## config.mk

```make
export PLATFORM = sky130hd
export DESIGN_NAME = cobs_zpe_decoder
export DESIGN_NICKNAME = d
export VERILOG_FILES = /design/src/hw/rtl/czd_pkg.sv /design/src/hw/rtl/cobs_zpe_decoder.sv /design/src/hw/rtl/czd_ctrl.sv /design/src/hw/rtl/czd_datapath.sv
export SDC_FILE = /design/constraint.sdc
export NUM_CORES = 1
export LEC_CHECK = 0
export ABC_AREA = 1
export BUFFER_PORTS_ARGS = -buffer_cell sky130_fd_sc_hd__buf_2
export CAP_MARGIN = 20
export CORE_MARGIN = 4
export CORE_UTILIZATION = 60
export CTS_BUF_LIST = sky130_fd_sc_hd__clkbuf_16
export CTS_CLUSTER_SIZE = 8
export DETAILED_ROUTE_END_ITERATION = 8
export HOLD_SLACK_MARGIN = 0.06
export PLACE_DENSITY = 0.84
export SYNTH_ARGS = -nofsm -noshare
export SYNTH_HDL_FRONTEND = slang
export SYNTH_SLANG_ARGS = --single-unit
```

## constraint.sdc

```tcl
create_clock -name clk -period 4.9 [get_ports clk]
set_clock_uncertainty 0.15 [all_clocks]
set_input_delay 0.735 -clock clk [delete_from_list [all_inputs] [get_ports clk]]
set_output_delay 0.735 -clock clk [all_outputs]
set_load 0.1 [all_outputs]
```

## src/hw/rtl/czd_pkg.sv

```systemverilog
// ----------------------------------------------------------------------------
// czd_pkg
// Shared constants and types for the zero-pair/zero-run COBS frame decoder.
// ----------------------------------------------------------------------------
`default_nettype none

package czd_pkg;

  localparam int BYTE_W  = 8;
  localparam int LIMIT_W = 16;
  localparam int ZCNT_W  = 4;

  localparam logic [BYTE_W-1:0]  CODE_DIFF    = 8'hD2;
  localparam logic [BYTE_W-1:0]  CODE_RUN_LO  = 8'hD3;
  localparam logic [BYTE_W-1:0]  CODE_RUN_HI  = 8'hDF;
  localparam logic [BYTE_W-1:0]  CODE_PAIR_LO = 8'hE0;
  localparam logic [BYTE_W-1:0]  DIFF_LEN     = CODE_DIFF - 8'd1;
  localparam logic [ZCNT_W-1:0]  PAIR_ZEROS   = 4'd2;
  localparam logic [ZCNT_W-1:0]  ONE_ZERO     = 4'd1;
  localparam logic [LIMIT_W-1:0] LIMIT_RST    = 16'd1024;

  // controller -> datapath
  typedef struct packed {
    logic accept;     // take the input beat
    logic zero_step;  // produce one zero of a pending run
    logic finish;     // emit frame end result, clear frame state
  } cmd_t;

  // datapath -> controller
  typedef struct packed {
    logic out_free;   // output register can take a result this cycle
    logic run_start;  // accepted beat leaves a zero run to produce
    logic zcnt_one;   // last zero of the run
  } status_t;

endpackage

`default_nettype wire

```

## src/hw/rtl/cobs_zpe_decoder.sv

```systemverilog
// ----------------------------------------------------------------------------
// cobs_zpe_decoder
// COBS decoder with zero-pair and zero-run codes, one frame byte per beat.
//
//   channel | direction | handshake          | payload
//   in      | input     | in_valid/in_stall  | in_byte, in_last
//   out     | output    | out_valid/out_stall| out_byte, out_byte_present,
//           |           |                    | out_frame_end, out_limit_error
//   cfg     | input     | cfg_valid/cfg_ready| cfg_data (output limit)
//
// A data byte or block code needs only its accept step; a beat that releases
// zeros (a zero-run, one-zero or zero-pair code without data, or the final data
// byte of a block) is followed by one zero step per zero, one zero through the holdback per cycle
// while the output is not stalled, and the frame's last beat adds a finish step for the frame end result.
// The output register is a single stage; a stalled output holds the sequencer.
// Synchronous active-low reset; output limit resets to 1024.
// ----------------------------------------------------------------------------
`default_nettype none

module cobs_zpe_decoder (
  input  wire logic                        clk,
  input  wire logic                        rst_n,
  input  wire logic                        in_valid,
  output logic                             in_stall,
  input  wire logic [czd_pkg::BYTE_W-1:0]  in_byte,
  input  wire logic                        in_last,
  output logic                             out_valid,
  input  wire logic                        out_stall,
  output logic [czd_pkg::BYTE_W-1:0]       out_byte,
  output logic                             out_byte_present,
  output logic                             out_frame_end,
  output logic                             out_limit_error,
  input  wire logic                        cfg_valid,
  output logic                             cfg_ready,
  input  wire logic [czd_pkg::LIMIT_W-1:0] cfg_data
);

  czd_pkg::cmd_t    cmd;
  czd_pkg::status_t st;

  assign cfg_ready = 1'b1;

  czd_ctrl u_ctrl (
    .clk      (clk),
    .rst_n    (rst_n),
    .in_valid (in_valid),
    .in_last  (in_last),
    .in_stall (in_stall),
    .st       (st),
    .cmd      (cmd)
  );

  czd_datapath u_dp (
    .clk              (clk),
    .rst_n            (rst_n),
    .cmd              (cmd),
    .st               (st),
    .in_byte          (in_byte),
    .cfg_we           (cfg_valid && cfg_ready),
    .cfg_data         (cfg_data),
    .out_valid        (out_valid),
    .out_stall        (out_stall),
    .out_byte         (out_byte),
    .out_byte_present (out_byte_present),
    .out_frame_end    (out_frame_end),
    .out_limit_error  (out_limit_error)
  );

endmodule

`default_nettype wire

```

## src/hw/rtl/czd_ctrl.sv

```systemverilog
// ----------------------------------------------------------------------------
// czd_ctrl
// Sequencer: accepts beats, walks zero runs, closes the frame.
// ----------------------------------------------------------------------------
`default_nettype none

module czd_ctrl (
  input  wire logic            clk,
  input  wire logic            rst_n,
  input  wire logic            in_valid,
  input  wire logic            in_last,
  output logic                 in_stall,
  input  czd_pkg::status_t     st,
  output czd_pkg::cmd_t        cmd
);

  typedef enum logic [1:0] {
    S_IDLE,
    S_ZEROS,
    S_FINISH
  } state_t;

  state_t state_r, state_nxt;
  logic   last_r, last_nxt;

  always_comb begin
    cmd       = '0;
    state_nxt = state_r;
    last_nxt  = last_r;
    in_stall  = !(state_r == S_IDLE && st.out_free);
    unique case (state_r)
      S_IDLE: begin
        if (in_valid && st.out_free) begin
          cmd.accept = 1'b1;
          last_nxt   = in_last;
          if (st.run_start)
            state_nxt = S_ZEROS;
          else if (in_last)
            state_nxt = S_FINISH;
        end
      end
      S_ZEROS: begin
        if (st.out_free) begin
          cmd.zero_step = 1'b1;
          if (st.zcnt_one)
            state_nxt = last_r ? S_FINISH : S_IDLE;
        end
      end
      S_FINISH: begin
        if (st.out_free) begin
          cmd.finish = 1'b1;
          state_nxt  = S_IDLE;
        end
      end
      default: state_nxt = S_IDLE;
    endcase
  end

  always_ff @(posedge clk) begin
    if (!rst_n) begin
      state_r <= S_IDLE;
      last_r  <= 1'b0;
    end else begin
      state_r <= state_nxt;
      last_r  <= last_nxt;
    end
  end

endmodule

`default_nettype wire

```

## src/hw/rtl/czd_datapath.sv

```systemverilog
// ----------------------------------------------------------------------------
// czd_datapath
// Block decode, holdback byte, length count and output register.
// ----------------------------------------------------------------------------
`default_nettype none

module czd_datapath (
  input  wire logic                           clk,
  input  wire logic                           rst_n,
  input  czd_pkg::cmd_t                       cmd,
  output czd_pkg::status_t                    st,
  input  wire logic [czd_pkg::BYTE_W-1:0]     in_byte,
  input  wire logic                           cfg_we,
  input  wire logic [czd_pkg::LIMIT_W-1:0]    cfg_data,
  output logic                                out_valid,
  input  wire logic                           out_stall,
  output logic [czd_pkg::BYTE_W-1:0]          out_byte,
  output logic                                out_byte_present,
  output logic                                out_frame_end,
  output logic                                out_limit_error
);

  logic [czd_pkg::LIMIT_W-1:0] limit_r;
  logic [czd_pkg::BYTE_W-1:0]  data_left_r, data_left_nxt;
  logic [czd_pkg::ZCNT_W-1:0]  zafter_r, zafter_nxt;
  logic [czd_pkg::ZCNT_W-1:0]  zcnt_r, zcnt_nxt;
  logic                        held_valid_r, held_valid_nxt;
  logic [czd_pkg::BYTE_W-1:0]  held_r, held_nxt;
  logic [czd_pkg::LIMIT_W-1:0] count_r, count_nxt;
  logic                        out_valid_r;

  logic [czd_pkg::BYTE_W-1:0]  d_code;
  logic [czd_pkg::ZCNT_W-1:0]  z_code;
  logic [czd_pkg::ZCNT_W-1:0]  zload;
  logic                        zload_en;
  logic                        prod_en;
  logic [czd_pkg::BYTE_W-1:0]  prod_val;
  logic                        emit;
  logic                        out_take;

  // code byte -> data length and trailing zeros
  always_comb begin
    priority if (in_byte == czd_pkg::CODE_DIFF) begin
      d_code = czd_pkg::DIFF_LEN;
      z_code = '0;
    end else if (in_byte >= czd_pkg::CODE_RUN_LO && in_byte <= czd_pkg::CODE_RUN_HI) begin
      d_code = '0;
      z_code = in_byte[czd_pkg::ZCNT_W-1:0];
    end else if (in_byte >= czd_pkg::CODE_PAIR_LO) begin
      d_code = {3'b000, in_byte[4:0]};
      z_code = czd_pkg::PAIR_ZEROS;
    end else if (in_byte == '0) begin
      d_code = '0;
      z_code = czd_pkg::ONE_ZERO;
    end else begin
      d_code = in_byte - 8'd1;
      z_code = czd_pkg::ONE_ZERO;
    end
  end

  always_comb begin
    data_left_nxt  = data_left_r;
    zafter_nxt     = zafter_r;
    zload          = '0;
    zload_en       = 1'b0;
    prod_en        = 1'b0;
    prod_val       = in_byte;

    if (cmd.accept) begin
      if (data_left_r == '0) begin
        if (d_code == '0) begin
          zload      = z_code;
          zload_en   = 1'b1;
          zafter_nxt = '0;
        end else begin
          data_left_nxt = d_code;
          zafter_nxt    = z_code;
        end
      end else begin
        prod_en       = 1'b1;
        data_left_nxt = data_left_r - 8'd1;
        if (data_left_r == 8'd1) begin
          zload      = zafter_r;
          zload_en   = 1'b1;
          zafter_nxt = '0;
        end
      end
    end
    if (cmd.zero_step) begin
      prod_en  = 1'b1;
      prod_val = '0;
    end

    if (zload_en)
      zcnt_nxt = zload;
    else if (cmd.zero_step)
      zcnt_nxt = zcnt_r - 4'd1;
    else
      zcnt_nxt = zcnt_r;

    // holdback: the previous byte leaves as the new one enters
    held_valid_nxt = held_valid_r;
    held_nxt       = held_r;
    count_nxt      = count_r;
    if (prod_en) begin
      if (count_r < limit_r) begin
        held_valid_nxt = 1'b1;
        held_nxt       = prod_val;
        count_nxt      = count_r + 16'd1;
      end else begin
        held_valid_nxt = 1'b0;
      end
    end

    if (cmd.finish) begin
      data_left_nxt  = '0;
      zafter_nxt     = '0;
      zcnt_nxt       = '0;
      held_valid_nxt = 1'b0;
      count_nxt      = '0;
    end
  end

  assign emit     = prod_en && held_valid_r;
  assign out_take = out_valid_r && !out_stall;

  always_ff @(posedge clk) begin
    if (!rst_n) begin
      limit_r      <= czd_pkg::LIMIT_RST;
      data_left_r  <= '0;
      zafter_r     <= '0;
      zcnt_r       <= '0;
      held_valid_r <= 1'b0;
      count_r      <= '0;
      out_valid_r  <= 1'b0;
    end else begin
      if (cfg_we)
        limit_r <= cfg_data;
      data_left_r  <= data_left_nxt;
      zafter_r     <= zafter_nxt;
      zcnt_r       <= zcnt_nxt;
      held_valid_r <= held_valid_nxt;
      count_r      <= count_nxt;
      if (emit || cmd.finish)
        out_valid_r <= 1'b1;
      else if (out_take)
        out_valid_r <= 1'b0;
    end
  end

  always_ff @(posedge clk) begin
    held_r <= held_nxt;
    if (emit) begin
      out_byte         <= held_r;
      out_byte_present <= 1'b1;
      out_frame_end    <= 1'b0;
      out_limit_error  <= 1'b0;
    end else if (cmd.finish) begin
      out_byte         <= '0;
      out_byte_present <= 1'b0;
      out_frame_end    <= 1'b1;
      out_limit_error  <= (count_r >= limit_r);
    end
  end

  assign out_valid    = out_valid_r;
  assign st.out_free  = !out_valid_r || !out_stall;
  assign st.run_start = zload_en && (zload != '0);
  assign st.zcnt_one  = (zcnt_r == 4'd1);

endmodule

`default_nettype wire

```

# == Yosys cells after proc, flatten, opt, wreduce, memory -nomap -nowiden ==
# Index checks and enable logic that the tools add are counted.
# op_classes
add_sub_neg,4
mul,0
n_div,0
magnitude_cmp,5
eq_ne,11
shift,0
n_mux,43
n_bitwise,1
n_reduce_logical,26
# op_table
operator,n
$mux W8,8
$mux W4,11
$logic_not A8 Y1,3
$add A16 B1 Y16 const B,1
$ge A16 B16 Y1,1
$ge A8 B8 Y1 const B,2
$lt A16 B16 Y1,1
$mux W2,8
$sub A8 B1 Y8 const B,2
$mux W1,15
$eq A8 B1 Y1 const B,1
$eq A8 B8 Y1 const B,1
$le A8 B8 Y1 const B,1
$reduce_and A2 Y1,4
$reduce_bool A2 Y1,4
$logic_and A1 B1 Y1,6
$ne A2 B2 Y1 const B,3
$pmux W2 S3,1
$reduce_and A5 Y1,1
$eq A4 B1 Y1 const B,1
$ne A2 B1 Y1 const B,2
$reduce_bool A4 Y1,1
$sub A4 B1 Y4 const B,1
$logic_not A1 Y1,3
other kinds (7),8
# word_totals
reg_bits,72
latchBits,0
ramBits,0
rom_bits,0
elab_cells,104
n_memories,0

# == Longest topological paths before layout ==
# Gate-level depths: netlist (run 1).
# logic_depth
word_depth,14
depth_mapped,17
depth_no_buf,17

# == Cells and area by module ==
# From an unflattened synthesis (run 1), not the netlist that was laid out.
# unflattened
hier_cells,623
hier_area_um2,4385.5
# by_module_without_submodules
module,instances,cells_per_inst,area_per_inst_um2
czd_datapath,1,576,4142.7
czd_ctrl,1,45,231.5
cobs_zpe_decoder,1,2,11.3

# == Worst setup path before layout (run 1) ==
# No wires, ideal clock.
# synth_timing
path_type,register -> register
start,"register u_dp.out_valid_r, in the netlist u_dp.out_valid"
end,"register u_dp.out_valid_r, in the netlist u_dp.out_valid"
setup_ps,116
arrival_ps,2733
required_ps,4634
path_slack_ps,1901
stages_incl_launch_ff,10
n_path_buf,0
period_less_slack_ps,2999
path_cell_list,dfxtp_1 > nand2_1 > nand2_1 > nor2_4 > a21oi_2 > nor2_1 > inv_1 > nand2_1 > o21ai_0 > inv_1
# synth_between
elab_chain_cells,10
elab_cells_between_ends,15
cone_classes,mux (8); reduce/logical (7)
# synth_rtl
item,line_no,text
start: declaration,czd_datapath.sv:30,logic out_valid_r;
start signal: assignment,czd_datapath.sv:135,out_valid_r <= 1'b0;
start signal: assignment,czd_datapath.sv:145,out_valid_r <= 1'b1;
start signal: assignment,czd_datapath.sv:147,out_valid_r <= 1'b0;
$logic_not A1 Y1,czd_datapath.sv:167,assign st.out_free = !out_valid_r || !out_stall;
$logic_or A1 B1 Y1,czd_datapath.sv:167,
$logic_and A1 B1 Y1,czd_ctrl.sv:33,if (in_valid && st.out_free) begin
$mux W1,czd_ctrl.sv:33,
$mux W1,czd_ctrl.sv:31,unique case (state_r)
$mux W1,czd_datapath.sv:69,if (cmd.accept) begin
$mux W1,czd_datapath.sv:89,if (cmd.zero_step) begin
$logic_and A1 B1 Y1,czd_datapath.sv:124,assign emit = prod_en && held_valid_r;
$logic_or A1 B1 Y1,czd_datapath.sv:144,if (emit || cmd.finish)
$mux W1 or $reduce_bool A2 Y1 (tied branches),--,
# Parallel ways exist; a longest one is shown, timed or not.
# A chain may end at the register's enable or synchronous reset.

# == Worst setup path after layout (run 1) ==
# layout_timing
start,register u_dp.data_left_r[1] (netlist name)
end,"register u_dp.out_valid_r, in the netlist u_dp.out_valid"
# layout_between
elab_chain_cells,7
elab_cells_between_ends,8
cone_classes,mux (4); reduce/logical (4)
# layout_rtl
item,line_no,text
start: declaration,czd_datapath.sv:24,"logic [czd_pkg::BYTE_W-1:0] data_left_r, data_left_nxt;"
start signal: assignment,czd_datapath.sv:139,data_left_r <= data_left_nxt;
$logic_not A8 Y1 (*),czd_datapath.sv:70,if (data_left_r == '0) begin
$mux W1 (*),czd_datapath.sv:70,
$mux W1 (*),czd_datapath.sv:69,
$mux W1 (*),czd_datapath.sv:89,
$logic_and A1 B1 Y1 (*),czd_datapath.sv:124,
$logic_or A1 B1 Y1 (*),czd_datapath.sv:144,
$mux W1 or $reduce_bool A2 Y1 (tied branches),--,
# Every way passes the cells marked *; elsewhere a longest branch is shown, timed or not.

==> flow_summary.yaml, run 1 <==
outcome:
  outcome: "finished, final reports clean"
clocking:
  cts-buffers-inserted: 9
  source_to_sink_clock_delay_at_the_later_pin_of_the_worst_skew_pair_ns: 0.33
  cts_tree: "built"
  cts-htree-levels: 3
  cts.repair.resized: 0
  clkSlewWorstSetupHoldPaths_ns: 0.06
  clockBufferDepth: 2
  clock-sinks: 72
  post_cts_hold_buffer_count: 0
  postCtsSetupRepairBufs: 0
  cts_root_buf: "clkbuf_16"
timing:
  max_freq_ghz: 0.346
  hold_ws_ns: 0.307
  rsz0062_at_grt: "no"
  finalSetupViolations: 0
  finalWorstSetupSlack_ns: 2.01
  max_slew_margin: 0.390
  final-hold-violation-count: 0
  totalNegativeSetupSlack_ns: 0
  timing.final.crit_share: 0.589
  slew_viol_final: 0
  period_minus_slack_ns: 2.89
  transition_time_at_the_pin_with_the_least_slew_margin_ns: 0.912
setup_path:
  data_required_time_at_the_worst_endpoint_ns: 4.97
  worstPathArrival_ns: 2.96
  worstPathMaxFanout: 17
  reg2regPathDepth: 11
  startpoint_type: "register"
  endpoint_type_of_the_worst_setup_path: "register"
  path_class: "register to register"
placement:
  detailed_place_hpwl_mm: 7.03
  dpl_worst_slack_ns: 1.88
  place_congestion: 0.881
  io_buffers: 42
yosys:
  syn-num-nets: 619
  fraction_of_the_mapped_netlist_area_in_compound_gates: 0.152
  synth_xor_area_frac: 0.0271
  synth-edff-count: 16
  yosys_warnings: 0
  synth_top_flop_cell: "dfxtp_1"
  share_of_the_synthesized_area_in_the_top_cell_type: 0.267
  combinational_family_with_the_most_area_after_synthesis: "simple AND/OR/NAND/NOR gates"
  mappedNetlistArea_um2: 4190
  synthesis.area_per_instance_um2: 7.44
  synthDistinctLibCells: 44
  yosys.cell_count.top_type: "nand2_1"
  register_area_share_after_synthesis: 0.382
  library_cell_occupying_the_most_area_in_the_post_synthesis_netlist: "dfxtp_1"
  yosys-top-cells-count: "98 x nand2_1, 79 x inv_1, 57 x nor2_1, 56 x dfxtp_1, 55 x a21oi_1"
  post_synth_and_or_nand_nor_area_fraction: 0.263
  synthCells: 564
  muxShareOfSynthArea: 0.00239
  synth_adder_area_share: 0.0746
  synth_seq_cells: 72
  synth-async-reset-ratio: 0
  netlist_top_cells_area: "dfxtp_1 27%, edfxtp_1 11%, nand2_1 8.8%"
finish:
  n_antenna_cell: 0
  areaGrowthSynthToFinish_pct: 13.1
  finalNetCount: 661
  seqCellArea_um2: 1600
  multiInputGateArea_um2: 2180
  filler_cell_count: 544
  proportion_of_layout_cells_with_a_drive_suffix_above_1: 0.167
power:
  switching_share: 0.464
  p_switching_mw: 1.22
  power-per-cell-area_nw_per_um2: 555
  seq_power_share: 0.318
  power.static_leakage_nw: 2.08
  fin_total_pwr_mw: 2.63
  power_frac_clock: 0.222
  pwr-share-comb: 0.460
  ir_drop_uv: 408
  cell_internal_pwr_mw: 1.41
grt:
  grt-ovfl-total: 0
  grt_antenna_before_repair: 0
  first_global_vias: 3585
  grt.total_usage: 0.231
  first_pass_grt_wire_length_mm: 15.8
  grt_max_degree: 30
floorplan:
  initial_utilization: 0.617
  design.die.area_um2: 8390
  placement_rows: 30
  die_height_um: 91.6
  core_region_area_um2: 6790
  i_o_pin_count: 44
  die_w_um: 91.6
route:
  detail_route.first_pass.iterations: 5
  detail_route.drc_violations: 0
  final_antenna_net_count: 0
  routed_via_density: 5.44
  route.final.wire_length_mm: 9.66
  num_vias: 3845
  drt-initial-drc-count: 372
  wire_per_inst_um: 13.7
min_path:
  hold_path_depth: 2
  min-delay-path-class: "register to register"
run:
  maximum_capacitance_violations: 0
==> sequential cells by signal, indices dropped and copies added, names as in the netlist, 2 cells and up <==
name and cells:
u_dp.data_left_r 8, u_dp.held_r 8, u_dp.count_r 16, u_ctrl.state_r 2, u_dp.zafter_r 4, u_dp.out_byte 8, u_dp.limit_r 16, u_dp.zcnt_r 4
==> logic make-up after synthesis <==
family          after synthesis
buf+inv                     105
other cells                   1
mux                           1
flops                        72
fa+ha+maj                    25
xor+xnor                     13
compound gates              114
simple gates                233
==> layout by cell type (no fill, tap or decap), types with 3 or more instances in the layout <==
master and count:
a211oi_2 4, a21oi_1 55, buf_2 42, clkbuf_16 9, clkinv_2 4, dfxtp_1 56
edfxtp_1 16, ha_1 25, inv_1 80, inv_2 11, nand2_1 98, nand2_2 4
nand3_1 20, nand3_2 5, nand4_1 14, nor2_1 57, nor2_2 5, nor2_4 6
nor3_1 14, nor4_1 3, o21ai_0 37, o21ai_1 7, xor2_1 11
==> metal layers <==
| layer | up-vias | track usage | wire [µm] |
|---|---|---|---|
| li1 | 1939 | - | - |
| met1 | 1742 | 0.295 | 4290 |
| met2 | 131 | 0.376 | 4610 |
| met3 | 33 | 0.0655 | 543 |
| met4 | 0 | 0.0716 | 220 |
| met5 | - | 0 | 0 |
==> critical path, cell delays in order, from the launching register on <==
cell and delay (ns):
dfxtp_1 0.30, inv_1 0.15, ha_1 0.22, nand2_1 0.09, nor2_1 0.20, nand2_1 0.42
a21oi_2 0.32, nor2_1 0.08, inv_1 0.27, nand2_1 0.31, o21ai_0 0.22, inv_1 0.05
==> power groups by stage <==
stage                     sequential, mW  clock (mW)  combinational (mW)
after CTS                          0.837       0.588                1.20
after global routing               0.851       0.618                1.33
final                              0.837       0.583                1.21
after global placement             0.840           0                1.15
after floorplan                     1.07           0               0.743
after detailed placement           0.848           0                1.19
==> final timing paths <==
path / start / endpoint / slack [ns]
max: u_dp.data_left_r[1] / u_dp.out_valid / 2.01
min reg2reg: u_dp.out_byte_present / u_dp.out_byte_present / 0.31
max reg2reg: u_dp.data_left_r[1] / u_dp.out_valid / 2.01
min: u_dp.out_byte_present / u_dp.out_byte_present / 0.31
==> through the flow <==
step / area [µm²] / utilization / cells
6_report: 4740 / 0.698 / 707
5_1_grt: 4740 / 0.698 / 707
4_1_cts: 4740 / 0.698 / 707
3_5_place_dp: 4480 / 0.659 / 691
3_3_place_gp: 4480 / 0.659 / 691
2_1_floorplan: 4190 / - / 564
==> cell type report <==
class,count,area share
timing repair buffer,44,0.0475
sequential,72,0.338
multi-input combinational,387,0.460
clock inverter,7,0.00844
clock buffer,9,0.0475
inverter,92,0.0733
tap,96,0.0253
No activity file was read; power rests on OpenSTA's default activity.
==> run 2: changes to the inputs <==
- CORE_UTILIZATION: 60 -> 59
- PLACE_DENSITY: 0.84 -> 0.83
- clock period: 4.9 -> 2.95 ns (I/O delays scaled with it)
==> run 2 against run 1 <==
- design area up 1.2%
- total power grew 70%
- register-to-register slack got worse by 1.7 ns
- utilization increased by 0.44 points
- critical path depth unchanged
- cell count increased by 0.71%
- sequential power is 66% higher
- wire length decreased by 2.5%
- clock power is 77% higher
- critical path type unchanged
==> flow_summary.yaml, run 2 (synthesis gave the netlist of run 1 again) <==
route:
  final_antenna_net_count: 0
  routed_via_density: 5.36
  wire_per_inst_um: 13.2
  detail_route.drc_violations: 0
  num_vias: 3813
  detail_route.first_pass.iterations: 5
  drt-initial-drc-count: 225
  route.final.wire_length_mm: 9.42
grt:
  first_global_vias: 3604
  grt_max_degree: 30
  grt.met3_usage: 0.0569
  first_pass_grt_wire_length_mm: 16.1
  grt_antenna_before_repair: 0
  busiest_metal_layer_after_global_routing: "met2"
  gr-usage-met2: 0.367
  met1_usage: 0.308
  grt-ovfl-total: 0
  grt.total_usage: 0.233
finish:
  areaGrowthSynthToFinish_pct: 14.5
  finalNetCount: 666
  layout_commonest_cell: "nand2_1"
  filler_cell_count: 567
  n_antenna_cell: 0
  proportion_of_layout_cells_with_a_drive_suffix_above_1: 0.172
  final_cell_mix: "97 x nand2_1, 82 x inv_1, 57 x nor2_1"
  layout_top_registers: "u_dp.count_r (16), u_dp.limit_r (16)"
floorplan:
  placement_rows: 30
  die_w_um: 92.3
  die_height_um: 92.3
  initial_utilization: 0.614
  i_o_pin_count: 44
  design.die.area_um2: 8520
  core_region_area_um2: 6830
timing:
  finalSetupViolations: 0
  transition_time_at_the_pin_with_the_least_slew_margin_ns: 0.711
  totalNegativeSetupSlack_ns: 0
  hold_ws_ns: 0.179
  max_freq_ghz: 0.381
  slew_viol_final: 0
  final-hold-violation-count: 0
  rsz0062_at_grt: "no"
  timing.final.crit_share: 0.890
  max_slew_margin: 0.526
  period_minus_slack_ns: 2.63
setup_path:
  r2r-start: "u_dp.count_r[11]"
  startpoint_type: "register"
  crit_path_cell_trace: "ha_1 -> a21oi_1 -> o21a_1 -> o21ai_0 -> nor3_1 -> nand2_1 -> nor2_2 -> buf_4 -> nand4_1 -> o21ai_0 -> a21oi_1"
  timing.critical_path.slowest_cell_delay_ns: 0.44
  cp-startpoint: "u_dp.count_r[11]"
  data_required_time_at_the_worst_endpoint_ns: 3.02
  endpoint_type_of_the_worst_setup_path: "register"
  worstPathMaxFanout: 14
  critical-path-top-delay-family: "simple AND/OR/NAND/NOR gates"
  critPathSlowestCell: "dfxtp_1"
  critical_path.n_buffers_inverters: 1
  worstPathArrival_ns: 2.69
  path_class: "register to register"
clocking:
  cts.repair.resized: 0
  cts_tree: "built"
  post_cts_hold_buffer_count: 0
  source_to_sink_clock_delay_at_the_later_pin_of_the_worst_skew_pair_ns: 0.34
  cts-htree-levels: 3
  clock-sinks: 72
  postCtsSetupRepairBufs: 0
  cts-buffers-inserted: 9
  clkSlewWorstSetupHoldPaths_ns: 0.06
  clockBufferDepth: 2
  cts_root_buf: "clkbuf_16"
placement:
  place_congestion: 0.923
  detailed_place_hpwl_mm: 6.87
  io_buffers: 42
power:
  power-per-cell-area_nw_per_um2: 934
  ir_drop_uv: 700
  power.static_leakage_nw: 2.12
outcome:
  outcome: "finished, final reports clean"
min_path:
  min-delay-start: "cfg_data[10]"
  min-delay-path-class: "input port to register"
run:
  maximum_capacitance_violations: 0
[run 2: changes by cell type in the layout (fill, tap and decap cells not counted), sizes merged]
cell and change:
buf +5, clkinv -2, inv +2, bufinv +1
clkinvlp -1
[run 2: area by class of cell]
| type | count | area (µm²) | share of cell area |
|---|---|---|---|
| flip-flops and latches | 72 | 1600 | 0.334 |
| inverters | 92 | 348 | 0.0725 |
| clock inverters | 7 | 56.3 | 0.0117 |
| multi-input cells | 387 | 2190 | 0.456 |
| clock buffers | 9 | 225 | 0.0469 |
| well taps | 96 | 120 | 0.0250 |
| repair buffers | 49 | 263 | 0.0547 |
[run 2: where the power goes]
group,internal [mW],switching [mW]
clock,0.640,0.393
combinational,0.549,1.52
sequential,1.27,0.117
[run 2: worst min-delay path, stage by stage]
cell     delay, ns
buf_2         0.08
a21oi_1       0.05
o21ai_0       0.06
[run 2: metal layers]
layer  up-vias  routed length (µm)  part of all wire
met5         -                   0                 0
met4         0                 192             0.020
met3        22                 561             0.060
met2       130                4430              0.47
met1      1713                4230              0.45
li1       1948                   -                 -
[run 2: worst paths after layout]
check,end,cells after the start,slack [ns]
max,u_dp.count_r[14],11,0.32
min,u_dp.limit_r[10],3,0.18
max reg2reg,u_dp.count_r[14],11,0.32
min reg2reg,u_dp.out_byte_present,2,0.31
[run 2: through the flow]
stage	std cells	setup WS (ns)	utilization	power (mW)	instance area (µm²)
floorplan	564	0.229	-	3.02	4200
global placement	696	0.455	0.662	3.37	4520
detailed placement	696	0.432	0.662	3.43	4520
CTS	712	0.340	0.703	4.48	4800
global route	712	0.0756	0.703	4.80	4800
finish	712	0.323	0.703	4.49	4800
